<file path="config.mk">
export PLATFORM = sky130hd
export DESIGN_NAME = prime_count_sieve
export DESIGN_NICKNAME = d
export VERILOG_FILES = /design/src/rtl/core/pcs_pkg.sv /design/src/rtl/core/pcs_map.sv /design/src/rtl/core/pcs_alu.sv /design/src/rtl/core/pcs_ctrl.sv /design/src/rtl/core/prime_count_sieve.sv
export SDC_FILE = /design/constraint.sdc
export NUM_CORES = 2
export LEC_CHECK = 0
export ABC_AREA = 1
export BUFFER_PORTS_ARGS = -buffer_cell sky130_fd_sc_hd__buf_2
export CORE_MARGIN = 2
export CORE_UTILIZATION = 65
export DETAILED_ROUTE_END_ITERATION = 6
export PLACE_DENSITY_LB_ADDON = 0.3
export SLEW_MARGIN = 20
export SYNTH_ARGS = -nofsm -noshare
export SYNTH_HDL_FRONTEND = slang
export SYNTH_SLANG_ARGS = --single-unit
</file>
<file path="constraint.sdc">
create_clock -name clk_i -period 25.4 [get_ports clk_i]
set_input_delay 2.54 -clock clk_i [delete_from_list [all_inputs] [get_ports clk_i]]
set_output_delay 2.54 -clock clk_i [all_outputs]
set_load 0.02 [all_outputs]
</file>
<file path="src/rtl/core/pcs_pkg.sv">
// pcs_pkg: shared types and constants for the prime count sieve.
// No dependencies; imported by the sieve controller and the top level.
`timescale 1ns / 1ps

package pcs_pkg;

  // Fixed widths of the request and result fields
  localparam int unsigned LimitW = 11;
  localparam int unsigned CountW = 11;

  // Smallest limit that can hold a prime below it
  localparam int unsigned FirstPrime = 2;
  localparam int unsigned MinLimit   = 3;

  // Sequencer states
  typedef enum logic [2:0] {
    ST_IDLE,
    ST_CLEAR,
    ST_READ,
    ST_TEST,
    ST_MARK,
    ST_NEXT,
    ST_DONE
  } pcs_state_e;

endpackage

</file>
<file path="src/rtl/core/pcs_map.sv">
// pcs_map: one-bit-per-number composite bitmap for the sieve.
// One write port and one read port with registered read data; no dependencies.
`timescale 1ns / 1ps

module pcs_map #(
  parameter int unsigned Depth = 1024,
  parameter int unsigned AddrW = (Depth > 1) ? $clog2(Depth) : 1
) (
  input  logic             clk_i,
  input  logic             we_i,
  input  logic [AddrW-1:0] waddr_i,
  input  logic             wdata_i,
  input  logic [AddrW-1:0] raddr_i,
  output logic             rdata_o
);

  logic map_q [Depth];
  logic rdata_q;

  // Write port
  always_ff @(posedge clk_i) begin
    if (we_i) begin
      map_q[waddr_i] <= wdata_i;
    end
  end

  // Registered read port
  always_ff @(posedge clk_i) begin
    rdata_q <= map_q[raddr_i];
  end

  assign rdata_o = rdata_q;

endmodule

</file>
<file path="src/rtl/core/pcs_alu.sv">
// pcs_alu: the single shared adder and limit compare used by the sieve.
// Computes a + b and flags whether the sum is still below the limit. No dependencies.
`timescale 1ns / 1ps

module pcs_alu #(
  parameter int unsigned NumW = 11,
  parameter int unsigned SumW = NumW + 1
) (
  input  logic [SumW-1:0] a_i,
  input  logic [SumW-1:0] b_i,
  input  logic [NumW-1:0] limit_i,
  output logic [SumW-1:0] sum_o,
  output logic            below_o
);

  // Shared add, then compare against the active limit
  assign sum_o   = a_i + b_i;
  assign below_o = (sum_o < SumW'(limit_i));

endmodule

</file>
<file path="src/rtl/core/pcs_ctrl.sv">
// pcs_ctrl: sequencer for the sieve: clears the bitmap, scans candidates,
// counts primes and marks multiples. Uses pcs_pkg and pcs_alu.
`timescale 1ns / 1ps

module pcs_ctrl
  import pcs_pkg::*;
#(
  parameter int unsigned MaxLimit = 1024,
  parameter int unsigned AddrW    = (MaxLimit > 1) ? $clog2(MaxLimit) : 1,
  parameter int unsigned NumW     = ($clog2(MaxLimit + 1) > LimitW) ?
                                    $clog2(MaxLimit + 1) : LimitW
) (
  input  logic              clk_i,
  input  logic              rst_ni,
  input  logic              start_i,
  input  logic [LimitW-1:0] limit_n_i,
  output logic              busy_o,
  output logic              done_o,
  output logic [CountW-1:0] prime_count_o,
  output logic              map_we_o,
  output logic [AddrW-1:0]  map_waddr_o,
  output logic              map_wdata_o,
  output logic [AddrW-1:0]  map_raddr_o,
  input  logic              map_rdata_i
);

  localparam int unsigned SumW = NumW + 1;

  pcs_state_e state_q, state_d;
  logic [NumW-1:0] n_q, n_d;
  logic [NumW-1:0] i_q, i_d;
  logic [SumW-1:0] j_q, j_d;
  logic [NumW-1:0] count_q, count_d;

  logic [NumW-1:0] limit_ext;
  logic [NumW-1:0] limit_sat;
  logic [SumW-1:0] alu_a, alu_b, alu_sum;
  logic            alu_below;

  // Clamp the requested limit to the bitmap size
  assign limit_ext = NumW'(limit_n_i);
  assign limit_sat = (limit_ext > NumW'(MaxLimit)) ? NumW'(MaxLimit) : limit_ext;

  pcs_alu #(
    .NumW (NumW),
    .SumW (SumW)
  ) u_alu (
    .a_i     (alu_a),
    .b_i     (alu_b),
    .limit_i (n_q),
    .sum_o   (alu_sum),
    .below_o (alu_below)
  );

  // State and datapath registers
  always_ff @(posedge clk_i or negedge rst_ni) begin
    if (!rst_ni) begin
      state_q <= ST_IDLE;
    end else begin
      state_q <= state_d;
    end
  end

  always_ff @(posedge clk_i) begin
    n_q     <= n_d;
    i_q     <= i_d;
    j_q     <= j_d;
    count_q <= count_d;
  end

  // Next state, shared adder operands and bitmap accesses
  always_comb begin
    state_d     = state_q;
    n_d         = n_q;
    i_d         = i_q;
    j_d         = j_q;
    count_d     = count_q;
    alu_a       = SumW'(i_q);
    alu_b       = SumW'(1);
    map_we_o    = 1'b0;
    map_waddr_o = i_q[AddrW-1:0];
    map_wdata_o = 1'b0;
    map_raddr_o = i_q[AddrW-1:0];
    case (state_q)
      ST_IDLE: begin
        if (start_i) begin
          n_d     = limit_sat;
          i_d     = NumW'(FirstPrime);
          count_d = '0;
          state_d = (limit_sat < NumW'(MinLimit)) ? ST_DONE : ST_CLEAR;
        end
      end
      // Mark 2 .. n-1 as prime, one entry a cycle
      ST_CLEAR: begin
        map_we_o = 1'b1;
        i_d      = alu_sum[NumW-1:0];
        if (!alu_below) begin
          i_d     = NumW'(FirstPrime);
          state_d = ST_READ;
        end
      end
      ST_READ: begin
        state_d = ST_TEST;
      end
      // Unmarked candidate is prime: count it and start marking at 2i
      ST_TEST: begin
        if (map_rdata_i) begin
          state_d = ST_NEXT;
        end else begin
          count_d = count_q + NumW'(1);
          alu_b   = SumW'(i_q);
          j_d     = alu_sum;
          state_d = alu_below ? ST_MARK : ST_NEXT;
        end
      end
      ST_MARK: begin
        map_we_o    = 1'b1;
        map_waddr_o = j_q[AddrW-1:0];
        map_wdata_o = 1'b1;
        alu_a       = j_q;
        alu_b       = SumW'(i_q);
        j_d         = alu_sum;
        if (!alu_below) begin
          state_d = ST_NEXT;
        end
      end
      ST_NEXT: begin
        i_d     = alu_sum[NumW-1:0];
        state_d = alu_below ? ST_READ : ST_DONE;
      end
      ST_DONE: begin
        state_d = ST_IDLE;
      end
      default: begin
        state_d = ST_IDLE;
      end
    endcase
  end

  assign busy_o        = (state_q != ST_IDLE);
  assign done_o        = (state_q == ST_DONE);
  assign prime_count_o = count_q[CountW-1:0];

`ifndef SYNTHESIS
  // The result strobe lasts one cycle and frees the block
  a_done_frees: assert property (@(posedge clk_i) disable iff (!rst_ni)
    done_o |=> !busy_o && !done_o)
    else $error("result strobe not followed by idle");

  // Small limits answer right away
  a_small_limit: assert property (@(posedge clk_i) disable iff (!rst_ni)
    (start_i && !busy_o && (limit_n_i < LimitW'(MinLimit))) |=> done_o)
    else $error("small limit did not finish at once");

  // Marking writes stay inside the active range
  a_mark_range: assert property (@(posedge clk_i) disable iff (!rst_ni)
    (state_q == ST_MARK) |-> (map_we_o && (j_q < SumW'(n_q))))
    else $error("marking write outside the limit");

  // Candidate never reaches the limit while scanning
  a_scan_range: assert property (@(posedge clk_i) disable iff (!rst_ni)
    ((state_q == ST_READ) || (state_q == ST_TEST)) |-> (i_q < n_q))
    else $error("scan index reached the limit");
`endif

endmodule

</file>
<file path="src/rtl/core/prime_count_sieve.sv">
// Prime count sieve: counts the primes strictly below a requested limit with a
// Sieve of Eratosthenes over a one-bit bitmap. An item is taken when start_i is
// high and busy_o is low; busy_o stays high until the result is shown. The count
// appears on prime_count_o for exactly one cycle with done_o high, and the
// receiver cannot stall it. Limits above MAX_LIMIT are clamped to MAX_LIMIT and
// limits below 3 return zero, going from idle straight to the done state.
// Otherwise, for clamped limit n, it clears bitmap entries 2 to n-1, then
// tests each candidate from 2 to n-1, counting each unmarked one as a prime
// and marking its multiples below n, from twice the prime. Run time is set by
// the single shared adder and the one write and one read port of the bitmap:
// one bitmap access per cycle. Uses pcs_pkg, pcs_ctrl, pcs_alu and pcs_map.
`timescale 1ns / 1ps

module prime_count_sieve
  import pcs_pkg::*;
#(
  parameter int unsigned MAX_LIMIT = 1024
) (
  input  logic              clk_i,
  input  logic              rst_ni,
  input  logic              start_i,
  input  logic [LimitW-1:0] limit_n_i,
  output logic              busy_o,
  output logic              done_o,
  output logic [CountW-1:0] prime_count_o
);

  localparam int unsigned AddrW = (MAX_LIMIT > 1) ? $clog2(MAX_LIMIT) : 1;

  logic             map_we;
  logic [AddrW-1:0] map_waddr;
  logic             map_wdata;
  logic [AddrW-1:0] map_raddr;
  logic             map_rdata;

  // Sequencer with the shared adder
  pcs_ctrl #(
    .MaxLimit (MAX_LIMIT),
    .AddrW    (AddrW)
  ) u_ctrl (
    .clk_i         (clk_i),
    .rst_ni        (rst_ni),
    .start_i       (start_i),
    .limit_n_i     (limit_n_i),
    .busy_o        (busy_o),
    .done_o        (done_o),
    .prime_count_o (prime_count_o),
    .map_we_o      (map_we),
    .map_waddr_o   (map_waddr),
    .map_wdata_o   (map_wdata),
    .map_raddr_o   (map_raddr),
    .map_rdata_i   (map_rdata)
  );

  // Composite bitmap
  pcs_map #(
    .Depth (MAX_LIMIT),
    .AddrW (AddrW)
  ) u_map (
    .clk_i   (clk_i),
    .we_i    (map_we),
    .waddr_i (map_waddr),
    .wdata_i (map_wdata),
    .raddr_i (map_raddr),
    .rdata_o (map_rdata)
  );

endmodule
</file>
==> metrics.md <==
| Metric | Value |
|---|---|
| Setup Skew | `0.0183 ns` |
| Commonest non-fill, non-tap cell in the layout | `nand2_1` |
| CP arrival | `6.15 ns` |
| CP endpoint kind | `register` |
| Post-synth EDFFs | `1,069` |
| Total Wirelength | `131,000 um` |
| Leakage | `18.5 nW` |
| Clk_lat worst skew | `0.67 ns` |
| Initial DRC count | `5,820` |
| Slew headroom | `19.8%` |
| TritonCTS clock tree | `yes` |
| Post-DP HPWL | `64,700 um` |
| Syn nets | `5,082` |
| Predominant post-synthesis flop cell | `edfxtp_1` |
| Synth Cell Area | `0.0490 mm^2` |
| Cells after DPL | `5,691` |
| CTS sink cnt | `1,073` |
| Hold_buf cts | `0` |
| Tmin final | `5.62 ns` |
| Startpoint class of the critical path | `register` |
| Total CTS buffers | `107` |
| Via count | `37,200` |
| Die H | `279 um` |
| Drt wl/cell | `22.3 um` |
| Nets | `4,868` |
| Crit path max fanout | `14` |
| Max-cap viol count | `0` |
| Area delta synth->final | `7.99%` |
| Final non-filler cell total | `5,890` |
| R2r worst-path depth | `23` |
| Die ar. | `0.0776 mm^2` |
| Clock-pin slew on the worst setup and hold paths | `0.06 ns` |
| Met1 wire length | `46,100 um` |
| Reg-to-reg critical path endpoint | `u_ctrl.i_q[9]` |
| Input/output buffers | `26` |
| Initial Util | `65.7%` |
| Worst vdd ir | `84.8 uV` |
| Fin crit share | `22.1%` |
| Synthesized area per cell | `9.71 um^2` |
| Final antenna-violating net count | `0` |
| Critical Path RT | `25.92 ns` |
| Status | `finished clean` |
| Setup Crit Path Kind | `register to register` |
| Max Fclk | `178 MHz` |
| Final slew viol count | `0` |
| Share of cells above drive strength 1 | `6.60%` |
| Resize count post-CTS | `0` |
| Initial antenna violation count | `0` |
| RSZ-0062 raised after global routing | `no` |
| Post-Syn Instances | `5,045` |
| Async S/R FF share, synth | `0.280%` |
| Count of cell types in the netlist | `38` |
| Crit. Startpoint | `u_ctrl.state_q[0]` |
| Die Wd | `279 um` |
| Total track usage | `33.6%` |
| Final Hold Viols | `0` |
| Core Area | `0.0746 mm^2` |
| Worst R2R Setup Slack | `19.78 ns` |
| # IOs | `27` |
| Vias in the first global route | `35,500` |
| Root Driver | `clkbuf_16` |
| Power Density | `109 mW/mm^2` |
| #FFs+latches synth | `1,073` |
| Clock Tree Buf Depth | `3` |
| Setup TNS Final | `0 ns` |
| Post CTS Setup Buffer Count | `0` |
| Reg2reg start | `u_ctrl.state_q[0]` |
| DRT Pass-1 Iters | `6` |
| H-Tree Depth | `3` |
| Global-route wire length before repair | `199,000 um` |
| Uppermost layer routed | `met4` |
| Hold Crit Class | `register to register` |
| Worst slew pin tran | `1.20 ns` |
| # DRC | `0` |
| FP Rows | `100` |
| RePlAce Congestion | `0.924` |
| Sequential area share after synthesis | `65.7%` |
| Detailed route wirelength on metal2 | `61,500 um` |
| Vias/cell | `6.32` |
| Synth warn | `0` |
| Filler cell count | `5,320` |
| Most frequent cells in the layout | `1,126 x nand2_1, 1,112 x nor2_1, 1,069 x edfxtp_1, 1,027 x nand3_1, 112 x inv_1` |
| Met3 wire len | `16,800 um` |
| Setup Viol. Count Final | `0` |
| GR Overflow Total | `0` |
| Antenna diodes | `0` |
| Critical path endpoint | `u_ctrl.i_q[9]` |
| Pin count of the biggest net entering global routing | `285` |
## per-stage QoR
step	utilization, %	setup WS [ns]	total power, mW	hold WS (ns)	cell area [um^2]
after floorplan	-	15.88	3.52	0.466	49000
after global routing	70.9	19.23	5.96	0.661	52900
after global placement	66.1	19.99	4.07	0.572	49300
final	70.9	19.78	5.75	0.628	52900
after detailed placement	66.2	19.84	4.10	0.612	49300
after CTS	70.9	19.80	5.68	0.630	52800
## cell usage after synthesis (all sizes together), types with 2 or more instances
cell type	count	area [um^2]
edfxtp	1069	32100
ha	22	275
or2	3	18.8
a21oi	16	80.1
clkinv	4	15.0
nor2	1120	4240
o21a	2	15.0
xor2	7	61.3
nor3	21	105
buf	125	571
dfrtp	3	75.1
clkbuf	296	1110
nand4	4	25.0
inv	126	473
nand2	1152	4330
o21ai	19	140
nand3	1041	5220
a211oi	3	22.5
xnor2	3	26.3
## layer usage
metal	vias to the layer above	GRT usage (%)
met3	467	6.17
li1	16500	-
met4	0	16.5
met1	17600	44.4
met2	2578	54.2
met5	-	0
## sequential cells by signal, summed over array words and instances, names as in the netlist
register / cells
u_map.rdata_o: 1
u_ctrl.n_q: 11
u_ctrl.state_q: 3
u_map.map_q: 1024
u_ctrl.i_q: 11
u_ctrl.j_q: 12
u_ctrl.prime_count_o: 11
## worst min-delay path by stage
stage	from	to	slack (ns)	cells past startpoint
after floorplan	u_ctrl.i_q[9]	u_map.rdata_o	0.47	2
after global placement	u_ctrl.state_q[2]	u_ctrl.state_q[2]	0.57	2
after detailed placement	u_ctrl.prime_count_o[10]	u_ctrl.prime_count_o[10]	0.61	2
after CTS	u_ctrl.state_q[2]	u_ctrl.state_q[2]	0.63	2
after global routing	u_ctrl.prime_count_o[0]	u_ctrl.prime_count_o[0]	0.66	1
final	u_ctrl.prime_count_o[0]	u_ctrl.prime_count_o[0]	0.63	1
## cell families after synthesis
| logic type | after synthesis | synth area share [%] |
|---|---|---|
| compound gates | 44 | 0.587 |
| xor+xnor | 10 | 0.179 |
| fa+ha+maj | 23 | 0.603 |
| buf+inv | 551 | 4.43 |
| flops | 1073 | 65.7 |
| simple gates | 3344 | 28.5 |
## final cells by class
class                   count  area, um^2  area share, %
flip-flops and latches   1073       32200           60.9
clock inverters            75         728           1.38
clock buffers             124        2780           5.26
repair buffers             98         699           1.32
multi-input cells        3421       14800           27.9
inverters                 130         517          0.977
well taps                 969        1210           2.29
## report_power, final
| part | internal [mW] | switching, mW | total [mW] |
|---|---|---|---|
| combinational | 0.465 | 1.56 | 2.03 |
| sequential | 2.09 | 0.0324 | 2.12 |
| clock | 0.924 | 0.675 | 1.60 |
## worst max-delay path: stages, from the launching register on
cell and delay (ns):
dfrtp_1 0.46, inv_1 0.12, nor3_1 0.61, nand2_1 0.16, nand2_1 0.54, clkinv_1 0.47
nor2_1 0.25, inv_1 0.08, fa_1 0.41, o31ai_1 0.44, xor2_1 0.27, inv_1 0.10
ha_1 0.20, a21oi_1 0.14, nor3_1 0.06, a211oi_1 0.17, nand2_1 0.09, nand2_1 0.06
nand2_1 0.05, nand2_1 0.08, nand3_1 0.13, nand2_1 0.17, nand2_1 0.24, nor2_1 0.19
No activity file was read; power rests on OpenSTA's default activity.
